<file path="config.mk">
export PLATFORM = sky130hd
export DESIGN_NAME = ofd_div
export DESIGN_NICKNAME = d
export VERILOG_FILES = /design/src/rtl/ofd_pkg.sv /design/src/rtl/ofd_div.sv
export SDC_FILE = /design/constraint.sdc
export NUM_CORES = 1
export LEC_CHECK = 0
export BUFFER_PORTS_ARGS = -buffer_cell sky130_fd_sc_hd__buf_2
export CORE_AREA = 2 2 115 117
export DETAILED_ROUTE_END_ITERATION = 10
export DIE_AREA = 0 0 117 119
export PLACE_DENSITY = 0.75
export SLEW_MARGIN = 20
export SYNTH_ARGS = -nofsm -noshare
export SYNTH_HDL_FRONTEND = slang
export SYNTH_SLANG_ARGS = --single-unit
</file>
<file path="constraint.sdc">
create_clock -name clk -period 3.9 [get_ports clk]
set_input_delay 0.78 -clock clk [delete_from_list [all_inputs] [get_ports clk]]
set_output_delay 0.78 -clock clk [all_outputs]
set_load 0.005 [all_outputs]
</file>
<file path="src/rtl/ofd_pkg.sv">
// ofd_pkg: shared widths, constants, register indexes and the fold cell record
// for the octahedral fold distance estimator. No dependencies.
`default_nettype none
package ofd_pkg;
  localparam int FRAC_BITS = 16;
  localparam int CW        = 32;                    // coordinate width
  localparam int SW        = 31;                    // scale / derivative width
  localparam int KW        = 20;                    // fold scale width
  localparam int IXW       = 3;                     // register index width
  localparam int DVW       = CW + 1 + FRAC_BITS;    // divider dividend / quotient width
  localparam int SQW       = 2 * CW;                // square width
  localparam int RW        = CW;                    // root width
  localparam int VW        = CW + KW - FRAC_BITS + 2;

  localparam logic [SW-1:0]        ONE_Q   = SW'(1) << FRAC_BITS;
  localparam logic signed [CW-1:0] S32_MAX = 32'sh7fffffff;
  localparam logic signed [CW-1:0] S32_MIN = 32'sh80000000;

  typedef enum logic [IXW-1:0] {
    REG_CENTER_X = 3'd0,
    REG_CENTER_Y = 3'd1,
    REG_CENTER_Z = 3'd2,
    REG_WORLD_SC = 3'd3,
    REG_FOLD_SC  = 3'd4,
    REG_BAILOUT  = 3'd5,
    REG_ITER_CNT = 3'd6
  } reg_idx_t;

  typedef struct packed {
    logic signed [CW-1:0] x;
    logic signed [CW-1:0] y;
    logic signed [CW-1:0] z;
    logic [SW-1:0]        dr;
    logic                 run;
    logic                 sat;
  } cell_t;

  function automatic logic [CW-1:0] mag32(input logic signed [CW-1:0] v);
    logic [CW-1:0] u;
    u = v;
    mag32 = u[CW-1] ? (~u + CW'(1)) : u;
  endfunction

  function automatic logic [SQW-1:0] sq32(input logic signed [CW-1:0] v);
    logic [CW-1:0] m;
    m = mag32(v);
    sq32 = SQW'(m) * SQW'(m);
  endfunction
endpackage
`default_nettype wire

</file>
<file path="src/rtl/ofd_div.sv">
// ofd_div: restoring bit-serial divider, one quotient bit per cycle.
// Depends on ofd_pkg.
`default_nettype none
module ofd_div import ofd_pkg::*; (
  input  wire logic           clk,
  input  wire logic           rst_n,
  input  wire logic           start,
  input  wire logic [DVW-1:0] dividend,
  input  wire logic [SW-1:0]  divisor,
  output logic                done,
  output logic [DVW-1:0]      quot
);
  localparam int CNW = $clog2(DVW + 1);

  logic [DVW-1:0] q_r;
  logic [SW-1:0]  rem_r;
  logic [CNW-1:0] cnt_r;
  logic           busy_r;
  logic           done_r;
  logic [SW:0]    trial;
  logic [SW:0]    diff;
  logic           take;

  always_comb begin
    trial = {rem_r, q_r[DVW-1]};
    take  = trial >= {1'b0, divisor};
    diff  = trial - {1'b0, divisor};
  end

  always_ff @(posedge clk) begin
    if (!rst_n) begin
      busy_r <= 1'b0;
      done_r <= 1'b0;
      cnt_r  <= '0;
    end else begin
      done_r <= 1'b0;
      if (start) begin
        busy_r <= 1'b1;
        cnt_r  <= CNW'(DVW);
      end else if (busy_r) begin
        cnt_r <= cnt_r - CNW'(1);
        if (cnt_r == CNW'(1)) begin
          busy_r <= 1'b0;
          done_r <= 1'b1;
        end
      end
    end
  end

  always_ff @(posedge clk) begin
    if (start) begin
      q_r   <= dividend;
      rem_r <= '0;
    end else if (busy_r) begin
      rem_r <= take ? diff[SW-1:0] : trial[SW-1:0];
      q_r   <= {q_r[DVW-2:0], take};
    end
  end

  assign done = done_r;
  assign quot = q_r;
endmodule
`default_nettype wire

</file>
; ---- Yosys cells after proc, flatten, opt, wreduce, memory -nomap -nowiden
; Cells that the tools add are included.
[word_totals]
ff_bits = 88
out_inout_bits = 50
[classes]
addsub = 2
order_cmp = 1
eq_ne = 1
mux = 9
bitwise_logic = 2
reduce_logical = 3
[op_table]
columns = cell, n
row1 = 2-to-1 mux 49 bit, 2
row2 = >= comparator 32 x 31 -> 1 bit, 1
row3 = 2-to-1 mux 31 bit, 1
row4 = subtractor 31 bit, 1
row5 = 2-to-1 mux 6 bit, 2
row6 = equality test 6 x 1 -> 1 bit (second input constant), 1
row7 = subtractor 6 x 1 -> 6 bit (second input constant), 1
row8 = 2-to-1 mux 1 bit, 4
row9 = OR reduction 3 bit, 1
row10 = inverter 1 bit, 2
row11 = nonzero test 2 bit, 1
row12 = OR reduction 2 bit, 1

; ---- Logic depth before layout (Yosys ltp)
[logic_depth]
ltp_word = 4
ltp_mapped = 13

; ---- Worst setup path after synthesis
; Ideal clock, no wire load.
[synth_path]
path_type = in2reg
from = input divisor[7]
to = register rem_r[24]
setup_ns = 0.091
arrival_time_ns = 3.063
required_ns = 3.809
setup_slack_ns = 0.747
stages = 10
path_buffers = 1
cell_sequence = inv_1 -> ha_1 -> buf_6 -> a2111o_1 -> o21a_1 -> o31a_1 -> a31oi_4 -> nor2_2 -> or4_1 -> a311oi_1
[synth_between]
elab_chain_cells = 2
[synth_rtl]
columns = item, line_no
row1 = from (decl), ofd_div.sv:9  ; input wire logic [SW-1:0] divisor,
row2 = subtractor 31 bit / >= comparator 32 x 31 -> 1 bit (equally long branches), "ofd_div.sv:27, ofd_div.sv:26"
row3 = 2-to-1 mux 31 bit *, ofd_div.sv:55  ; rem_r <= take ? diff[SW-1:0] : trial[SW-1:0];
row4 = to (signal assigned), ofd_div.sv:55
row5 = to (decl), ofd_div.sv:16  ; logic [SW-1:0] rem_r;
; Every way passes the cells marked *; elsewhere a longest branch is shown, timed or not.
; A chain may end at the register's enable or synchronous reset.

; ---- Worst setup path in the final report
[layout_path]
from = input divisor[7]
to = register rem_r[26]
; Same word-level chain as after synthesis.

==> results_dict.tcl <==
set metrics [dict create \
    tritoncts "built" \
    run_status "complete, no violations" \
    use_met2_pct 33.8 \
    grt_pass1_wl_um 23000 \
    ys_top_cells_by_count "56 x nor2_1, 51 x mux2_2, 49 x edfxtp_1" \
    synth_ff_type "edfxtp_1" \
    skew_ns 0.00832 \
    fin_nets 831 \
    yosysSeqAreaShare_pct 39.7 \
    die_h_um 119 \
    synth_top_area_share_pct 25.9 \
    drt_iter0_drc 309 \
    worst_ep_required_time_ns 4.08 \
    synthToLayoutAreaGrowth_pct 19.0 \
    slowest_stage "o21ai_4" \
    synth_top_area_cell "edfxtp_1" \
    fillers 1181 \
    insertion_delay_ns 0.34 \
    holdBufCountCts 0 \
    grt_setup_unrepaired "no" \
    fmax_mhz 301 \
    routed_wl_um 14200 \
    die_area_sq_um 13900 \
    wl_per_cell_um 15.9 \
    placed_area_sq_um 6450 \
    dr.pass1.iters 4 \
    setup-tns-final_ns 0 \
    antenna_found_initial 0 \
    gp_congestion 0.911 \
    yosys_warnings 0 \
    power_mw 2.56 \
    die_w_um 117 \
    cts_buffers 9 \
    synth_cells 603 \
    num_io_pins 133 \
    period_needed_ns 3.32 \
    num_vias 4911 \
    ys_async_sr_fraction_pct 0 \
    routed_via_density 5.49 \
    std_cell_rows 42 \
    post_cts_resized 0 \
    grt-ovfl-total 0 \
    use_met3_pct 5.90 \
    grt_usage_pct 20.8 \
    core_area_sq_um 12900 \
    place.detailed.hpwl_um 10300 \
    drc 0 \
    io_buffers 132 \
    place_inst 879 \
    ir_worst_vdd_uv 316 \
    top_usage_layer "met2" \
    finalNonFillerCells 895 \
    endpoint_kind "flip-flop" \
    clk_pin_slew_worst_paths_ns 0.07 \
    p_leak_nw 2.96 \
    synth_area_leaders "edfxtp_1 26%, dfxtp_1 14%, mux2_2 10%, ha_1 7.3%, a21oi_1 4.1%" \
    root_buffer "clkbuf_16" \
    fin_crit_sh_pct 85.2 \
    initial_core_util_pct 44.0 \
    slew_headroom_pct 30.9 \
    crit_chain "buf_2 -> inv_1 -> ha_1 -> a2111o_1 -> o21a_1 -> o31a_1 -> o21ai_4 -> mux2_2 -> mux2i_1 -> a211oi_1" \
    report.final.setup_viol 0 \
    whs_ns 0.505 \
    p_per_area_nw_per_um2 380 \
    criticalPathCategory "input pin to flip-flop" \
    worst-path-max-fanout 21 \
    synth-edff-count 49 \
    cp.arrival_ns 3.50 \
    slew_viol_final 0 \
    drive_gt1_share_pct 29.2 \
    clockBufferDepth 2 \
    cts-htree-levels 3 \
    max_cap_viol_count 0 \
    synthesis.area_sq_um 5670 \
    hold_violations 0 \
    synthMostInstantiatedCell "nor2_1" \
    grt_pass1_vias 4712 \
    synth_seq_cells 88 \
    tightest_slew_ns 1.03 \
    grt_use_met1_pct 27.2 \
    post_cts_buffers 0 \
    syn_area_per_cell_sq_um 9.40 \
    ant_nets 0 \
    synth_cell_types 58 \
    design_area_sq_um 6750 \
    cts_num_sinks 88 \
    grt_max_degree 82 \
    slowest_delay_ns 0.55 \
    cp-start-kind "input pin" \
    synth_fp_nets 720 \
    holdCritPathClass "flip-flop to flip-flop" \
    diodes 0 \
]
metal layers:
metal / share of wire (%) / routed length, um
met2: 49 / 6940
met5: 0 / 0
met4: 1.2 / 171
met3: 5.5 / 775
met1: 44 / 6320
cell type report:
type | count | area (sq um) | area share [%]
Multi-Input combinational cell | 433 | 3100 | 45.9
Sequential cell | 88 | 2250 | 33.4
Timing Repair Buffer | 136 | 703 | 10.4
Clock buffer | 10 | 229 | 3.39
Tap cell | 176 | 220 | 3.26
Inverter | 46 | 173 | 2.56
Clock inverter | 6 | 73.8 | 1.09
per-stage QoR:
stage / setup WS (ns) / utilization, %
after detailed placement: 0.240 / 50.1
after global placement: 0.316 / 50.1
final: 0.578 / 52.4
after floorplan: 0.747 / -
after global routing: 0.363 / 52.4
after CTS: 0.592 / 52.4
power by group:
| group | switching [mW] | leakage [nW] | total (mW) | internal (mW) |
|---|---|---|---|---|
| sequential | 0.0518 | 0.813 | 1.13 | 1.07 |
| combinational | 0.291 | 2.00 | 0.538 | 0.247 |
| clock | 0.392 | 0.148 | 0.900 | 0.508 |
state kept, by name (all words and copies together), names as in the netlist:
name	flops
rem_r	31
quot	49
busy_r	1
cnt_r	6
done	1
worst max-delay path, delay by kind of cell:
family,cells,cell delay [ns]
mux,2,0.54
fa+ha+maj,1,0.39
buf+inv,2,0.11
compound gates,5,1.68
cell families after synthesis:
logic type	share of synthesized area, %
compound gates	18.7
simple gates	12.7
mux	11.9
fa+ha+maj	7.63
flops	39.7
buf+inv	5.76
xor+xnor	3.55
final timing paths:
path	startpoint	end	slack, ns	depth (start not counted)
hold / removal	rem_r[2]	rem_r[2]	0.50	2
setup / recovery	divisor[7]	rem_r[26]	0.58	10
hold reg to reg	rem_r[2]	rem_r[2]	0.50	2
setup reg to reg	quot[48]	rem_r[26]	0.72	11
cell usage in the layout, fill, tap and decap left out, types with 33 or more instances in the layout:
| master | instances |
|---|---|
| edfxtp_1 | 49 |
| mux2_2 | 51 |
| dfxtp_1 | 39 |
| nand2_1 | 33 |
| nor2_1 | 56 |
| ha_1 | 33 |
| a21oi_1 | 46 |
| inv_1 | 44 |
| buf_2 | 132 |
(Power assumes the default switching activity.)
