**src/rtl/ofd_pkg.sv**
```systemverilog
// ofd_pkg: shared widths, constants, register indexes and the fold cell record
// for the octahedral fold distance estimator. No dependencies.
`default_nettype none
package ofd_pkg;
  localparam int FRAC_BITS = 16;
  localparam int CW        = 32;                    // coordinate width
  localparam int SW        = 31;                    // scale / derivative width
  localparam int KW        = 20;                    // fold scale width
  localparam int IXW       = 3;                     // register index width
  localparam int DVW       = CW + 1 + FRAC_BITS;    // divider dividend / quotient width
  localparam int SQW       = 2 * CW;                // square width
  localparam int RW        = CW;                    // root width
  localparam int VW        = CW + KW - FRAC_BITS + 2;

  localparam logic [SW-1:0]        ONE_Q   = SW'(1) << FRAC_BITS;
  localparam logic signed [CW-1:0] S32_MAX = 32'sh7fffffff;
  localparam logic signed [CW-1:0] S32_MIN = 32'sh80000000;

  typedef enum logic [IXW-1:0] {
    REG_CENTER_X = 3'd0,
    REG_CENTER_Y = 3'd1,
    REG_CENTER_Z = 3'd2,
    REG_WORLD_SC = 3'd3,
    REG_FOLD_SC  = 3'd4,
    REG_BAILOUT  = 3'd5,
    REG_ITER_CNT = 3'd6
  } reg_idx_t;

  typedef struct packed {
    logic signed [CW-1:0] x;
    logic signed [CW-1:0] y;
    logic signed [CW-1:0] z;
    logic [SW-1:0]        dr;
    logic                 run;
    logic                 sat;
  } cell_t;

  function automatic logic [CW-1:0] mag32(input logic signed [CW-1:0] v);
    logic [CW-1:0] u;
    u = v;
    mag32 = u[CW-1] ? (~u + CW'(1)) : u;
  endfunction

  function automatic logic [SQW-1:0] sq32(input logic signed [CW-1:0] v);
    logic [CW-1:0] m;
    m = mag32(v);
    sq32 = SQW'(m) * SQW'(m);
  endfunction
endpackage
`default_nettype wire

```
**src/rtl/ofd_sqrt.sv**
```systemverilog
// ofd_sqrt: digit-by-digit integer square root, one root bit per cycle.
// Depends on ofd_pkg.
`default_nettype none
module ofd_sqrt import ofd_pkg::*; (
  input  wire logic           clk,
  input  wire logic           rst_n,
  input  wire logic           start,
  input  wire logic [SQW-1:0] radicand,
  output logic                done,
  output logic [RW-1:0]       root
);
  localparam int CNW = $clog2(RW + 1);

  logic [SQW-1:0]  rad_r;
  logic [RW+1:0]   rem_r;
  logic [RW-1:0]   root_r;
  logic [CNW-1:0]  cnt_r;
  logic            busy_r;
  logic            done_r;
  logic [RW+3:0]   rem2;
  logic [RW+3:0]   trial;
  logic            take;

  always_comb begin
    rem2  = {rem_r, rad_r[SQW-1:SQW-2]};
    trial = (RW+4)'({root_r, 2'b01});
    take  = rem2 >= trial;
  end

  always_ff @(posedge clk) begin
    if (!rst_n) begin
      busy_r <= 1'b0;
      done_r <= 1'b0;
      cnt_r  <= '0;
    end else begin
      done_r <= 1'b0;
      if (start) begin
        busy_r <= 1'b1;
        cnt_r  <= CNW'(RW);
      end else if (busy_r) begin
        cnt_r <= cnt_r - CNW'(1);
        if (cnt_r == CNW'(1)) begin
          busy_r <= 1'b0;
          done_r <= 1'b1;
        end
      end
    end
  end

  always_ff @(posedge clk) begin
    if (start) begin
      rad_r  <= radicand;
      rem_r  <= '0;
      root_r <= '0;
    end else if (busy_r) begin
      rad_r  <= {rad_r[SQW-3:0], 2'b00};
      rem_r  <= take ? (RW+2)'(rem2 - trial) : (RW+2)'(rem2);
      root_r <= {root_r[RW-2:0], take};
    end
  end

  assign done = done_r;
  assign root = root_r;
endmodule
`default_nettype wire

```
**config.mk**
```make
export PLATFORM = sky130hd
export DESIGN_NAME = ofd_sqrt
export DESIGN_NICKNAME = d
export VERILOG_FILES = /design/src/rtl/ofd_pkg.sv /design/src/rtl/ofd_sqrt.sv
export SDC_FILE = /design/constraint.sdc
export NUM_CORES = 1
export LEC_CHECK = 0
export BUFFER_PORTS_ARGS = -buffer_cell sky130_fd_sc_hd__buf_2
export CORE_ASPECT_RATIO = 0.5
export CORE_MARGIN = 10
export CORE_UTILIZATION = 30
export CTS_BUF_LIST = sky130_fd_sc_hd__clkbuf_4 sky130_fd_sc_hd__clkbuf_8 sky130_fd_sc_hd__clkbuf_16
export CTS_CLUSTER_SIZE = 25
export DETAILED_ROUTE_END_ITERATION = 8
export PLACE_DENSITY_LB_ADDON = 0.15
export SETUP_SLACK_MARGIN = 0.1
export SYNTH_ARGS = -nofsm -noshare
export SYNTH_HDL_FRONTEND = slang
export SYNTH_SLANG_ARGS = --single-unit
```
**constraint.sdc**
```tcl
create_clock -name clk -period 5.3 [get_ports clk]
set_input_delay 0.265 -clock clk [delete_from_list [all_inputs] [get_ports clk]]
set_output_delay 0.265 -clock clk [all_outputs]
set_load 0.03 [all_outputs]
```
* Yosys cells after proc, flatten, opt, wreduce, memory -nomap -nowiden
Index checks and enable logic that the tools add are counted.
** Storage, ports and cells
- Output and inout bits :: 33
- Bits of input ports :: 67
- Word-level logic and storage cells :: 25
- Bits in registers :: 138
** Operators by class
- Muxes and demuxes :: 9
- Reduce and logical (&&, ||, !) cells :: 3
- Order comparisons :: 1
- Bitwise logic cells :: 2
- $add $sub $neg :: 2
- Equality and inequality tests :: 1
** Operators with widths (number)
- two-way mux 64 bit :: 2
- >= comparator 36 x 34 -> 1 bit :: 1
- two-way mux 34 bit :: 1
- subtractor 34 bit :: 1
- two-way mux 6 bit :: 2
- equality test 6 x 1 -> 1 bit, second input constant :: 1
- subtractor 6 x 1 -> 6 bit, second input constant :: 1
- two-way mux 1 bit :: 4
- OR reduction 3 bit :: 1
- NOT 1 bit :: 2
- nonzero test 2 bit :: 1
- OR reduction 2 bit :: 1

* Longest topological paths before layout
- Depth after elaboration :: 4
- Gate-level depth with buffers :: 14
- Mapped depth without buffers :: 11

* Worst setup path before layout
No wires, ideal clock.
- Path kind :: register -> register
- Start :: register root_r[6], in the netlist root[6]
- End :: register rem_r[33]
- Data required time :: 5183 ps
- Library setup time :: 117 ps
- Path buffers :: 0
- Slack :: 2440 ps
- Arrival time :: 2743 ps
- Cell stages (with the launch flop) :: 12
- Period minus slack after synthesis :: 2860 ps
- Path through :: dfxtp_1 -> inv_1 -> ha_1 -> a211oi_2 -> o21ai_1 -> a21oi_1 -> nand3_1 -> a31o_2 -> a211oi_4 -> o211ai_1 -> mux2_2 -> a32o_1
** Between the ends
- Word-level cells in the longest chain between the ends :: 2
** Ends and longest elaborated chain
- start, declared :: line ofd_sqrt.sv:16 : logic [RW-1:0] root_r;
- start signal, assigned :: line ofd_sqrt.sv:58 : root_r <= {root_r[RW-2:0], take};
- subtractor 34 bit / >= comparator 36 x 34 -> 1 bit (equally long branches) :: line ofd_sqrt.sv:57, ofd_sqrt.sv:27
- two-way mux 34 bit (*) :: line ofd_sqrt.sv:57 : rem_r <= take ? (RW+2)'(rem2 - trial) : (RW+2)'(rem2);
- end signal, assigned :: line ofd_sqrt.sv:57
- end, declared :: line ofd_sqrt.sv:15 : logic [RW+1:0] rem_r;
Mark *: on every way between the ends. The rest lies on a longest branch, timed or not.
A chain may end at the register's enable or synchronous reset.

* Final worst setup path
- Start :: register root_r[4], in the netlist root[4]
- End :: register rem_r[19]
The elaborated chain is that of the path after synthesis.

==> flow_summary.ini <==
[synth]
syn_nets = 866
ys_ff_latch = 138
synthCells = 763
synthArstFlopShare_pct = 0
ys_warn_count = 0
synth_top_area_share_pct = 25.0
synthesis.area_um2 = 7700
synth_flop_cell = dfxtp_1
yosys.area.top_type = edfxtp_1
synth-seq-area-share_pct = 44.2
synth_edf_count = 64
ys_top_cells_by_area = edfxtp_1, dfxtp_1, mux2_2, ha_1, nor2_1
yosysUniqueCellTypes = 63
synth_area_per_cell_um2 = 10.1

[clock_network]
cts_resized = 0
cts_buffers = 17
cts.sinks = 138
cts_hold_buf = 0
insertion_delay_ns = 0.44
cts-root-buf = clkbuf_16
tritoncts = yes
cts_buffer_depth = 2
cts_setup_buffers = 0
htreeDepth = 4
path_clk_slew_ns = 0.06

[drt]
drt_first_pass_iters = 5
via_count = 5755
drt_iter0_markers = 345
ant_nets = 0
wl_mm = 19.0
drc = 0
vias_per_cell = 4.77
drt-wirelength-per-cell_um = 15.8

[timing]
tightest_slew_ns = 0.966
tns_ns = 0
setup_ws_ns = 1.67
maxSlewHeadroom_pct = 35.6
rsz0062_at_grt = no
timing.fmax_ghz = 0.276
hold_ws_ns = 0.0631
skew_ns = 0.00899
final_hold_viol_count = 0
finalSetupViolCount = 0
finalCritPeriodShare_pct = 68.4
post-route-min-period_ns = 3.63
final_max_slew_viol_count = 0

[global_route]
grt-ovfl-total = 0
antenna_found_initial = 1
grtUsageTotal_pct = 11.9
grt_max_degree = 56
grt_pass1_vias = 5964
grt_pass1_wl_mm = 31.3

[placement]
place_ws_ns = 1.69
hpwl_mm = 13.6
place.port_buffers = 99
gp_congestion = 0.810

[hold_path]
min_path_type = primary input to register
hold_path_depth = 2
min-delay-start = rst_n

[power_and_ir_drop]
p_total_w = 0.00508
vdd_drop_max_mv = 0.338
p_per_area_nw_per_um2 = 560
p_leak_nw = 3.67

[cells_and_area]
layout_commonest_cell = nor2_1
final_core_utilization_pct = 35.9
area_growth_pct = 17.7
final_cell_mix = nor2_1, buf_2, dfxtp_1
drive_above_1_share_pct = 25.7
fin_nets = 951

[status]
status = completed

[floorplan]
die_w_um = 247
core_area_um2 = 25200
io_pins = 100
start_util_pct = 30.5
dieArea_um2 = 32900
die_y_um = 133
rows = 41

[worst_setup_path]
crit_chain = inv_1 > ha_1 > o21ai_0 > o21bai_1 > nor2_2 > o31ai_1 > a211oi_2 > a21o_1 > buf_4 > mux2_2 > mux2i_1 > nor2_1
cp-end-kind = register
critPathMaxStageDelay_ns = 0.55
timing.rr.start = root[4]
reg2reg_depth = 12
slowest_stage = a21o_1
critPathLaunch = root[4]
required_ns = 5.59
critPathMaxFanout = 23
start_kind = register
critical_path_class = register to register
critPathArrivalTime_ns = 3.92

[job]
maxCapViolations = 0
path summary, 6_finish.rpt:
kind                    end  slack (ns)
setup / recovery  rem_r[19]        1.67
hold / removal     cnt_r[5]        0.06
setup reg to reg  rem_r[19]        1.67
hold reg to reg   rem_r[33]        0.49
cell families (layout without fill, tap and decap cells):
family | count (synthesis) | after routing | share of synthesized area, %
AO/OA/AOI/OAI | 163 | 163 | 14.8
XOR/XNOR | 29 | 29 | 3.30
adder cells (fa/ha/maj) | 36 | 36 | 5.85
buffers and inverters | 85 | 183 | 5.20
flip-flops | 138 | 138 | 44.2
multiplexers | 105 | 105 | 14.8
other | 0 | 1 | 0
AND/OR/NAND/NOR | 207 | 207 | 11.9
layout make-up:
cell class	instances	area, µm²
clock inverters	9	114
inverters	46	173
well taps	344	430
repair buffers	105	543
clock buffers	23	500
diodes	1	2.50
flip-flops and latches	138	3410
multi-input cells	540	3900
fillers	2646	16200
cells in the mapped netlist, types with 3 or more instances:
master,count
a211o_1,3
a211oi_1,27
a211oi_2,3
a21boi_0,4
a21o_1,12
a21oi_1,46
a311oi_1,3
a31oi_1,6
and2_1,5
and3_1,3
buf_1,4
buf_2,5
buf_6,5
clkbuf_1,20
clkbuf_8,3
dfxtp_1,74
edfxtp_1,64
ha_1,36
inv_1,44
mux2_2,66
mux2i_1,38
nand2_1,37
nand2b_1,4
nand3_1,12
nand4_1,7
nor2_1,110
nor2b_1,3
nor3_1,13
o211ai_1,3
o21a_1,8
o21ai_0,18
o21ai_1,3
o21bai_1,6
o31ai_1,4
xnor2_1,14
xor2_1,15
stage by stage:
step / cells / instance area, µm²
finish: 1206 / 9070
global route: 1205 / 9060
CTS: 1205 / 9060
detailed placement: 1173 / 8450
global placement: 1173 / 8450
floorplan: 763 / 7700
worst max-delay path, delay by kind of cell, from the launching register on:
family	cells	cell delay (ns)
AO/OA/AOI/OAI	5	1.48
multiplexers	2	0.51
buffers and inverters	2	0.46
flip-flops	1	0.36
adder cells (fa/ha/maj)	1	0.36
AND/OR/NAND/NOR	2	0.30
where the power goes:
| group | switching, W | leakage (nW) | internal [W] |
|---|---|---|---|
| registers | 0.0000926 | 1.25 | 0.00127 |
| clock network | 0.000476 | 0.297 | 0.000763 |
| logic | 0.00146 | 2.12 | 0.00102 |
| total | 0.00203 | 3.67 | 0.00305 |
metal layers:
layer  GRT usage [%]  up-vias  share of wire (%)
met5               0        -                  0
met4            3.86        0                1.2
met3            3.95       13                3.7
met2            19.1       56                 47
met1            14.8     2766                 49
li1                -     2920                  -
state kept, by name (all words and copies together), names as in the netlist:
signal,flops
rad_r,64
cnt_r,6
busy_r,1
done,1
rem_r,34
root,32
No activity file was read; power rests on OpenSTA's default activity.
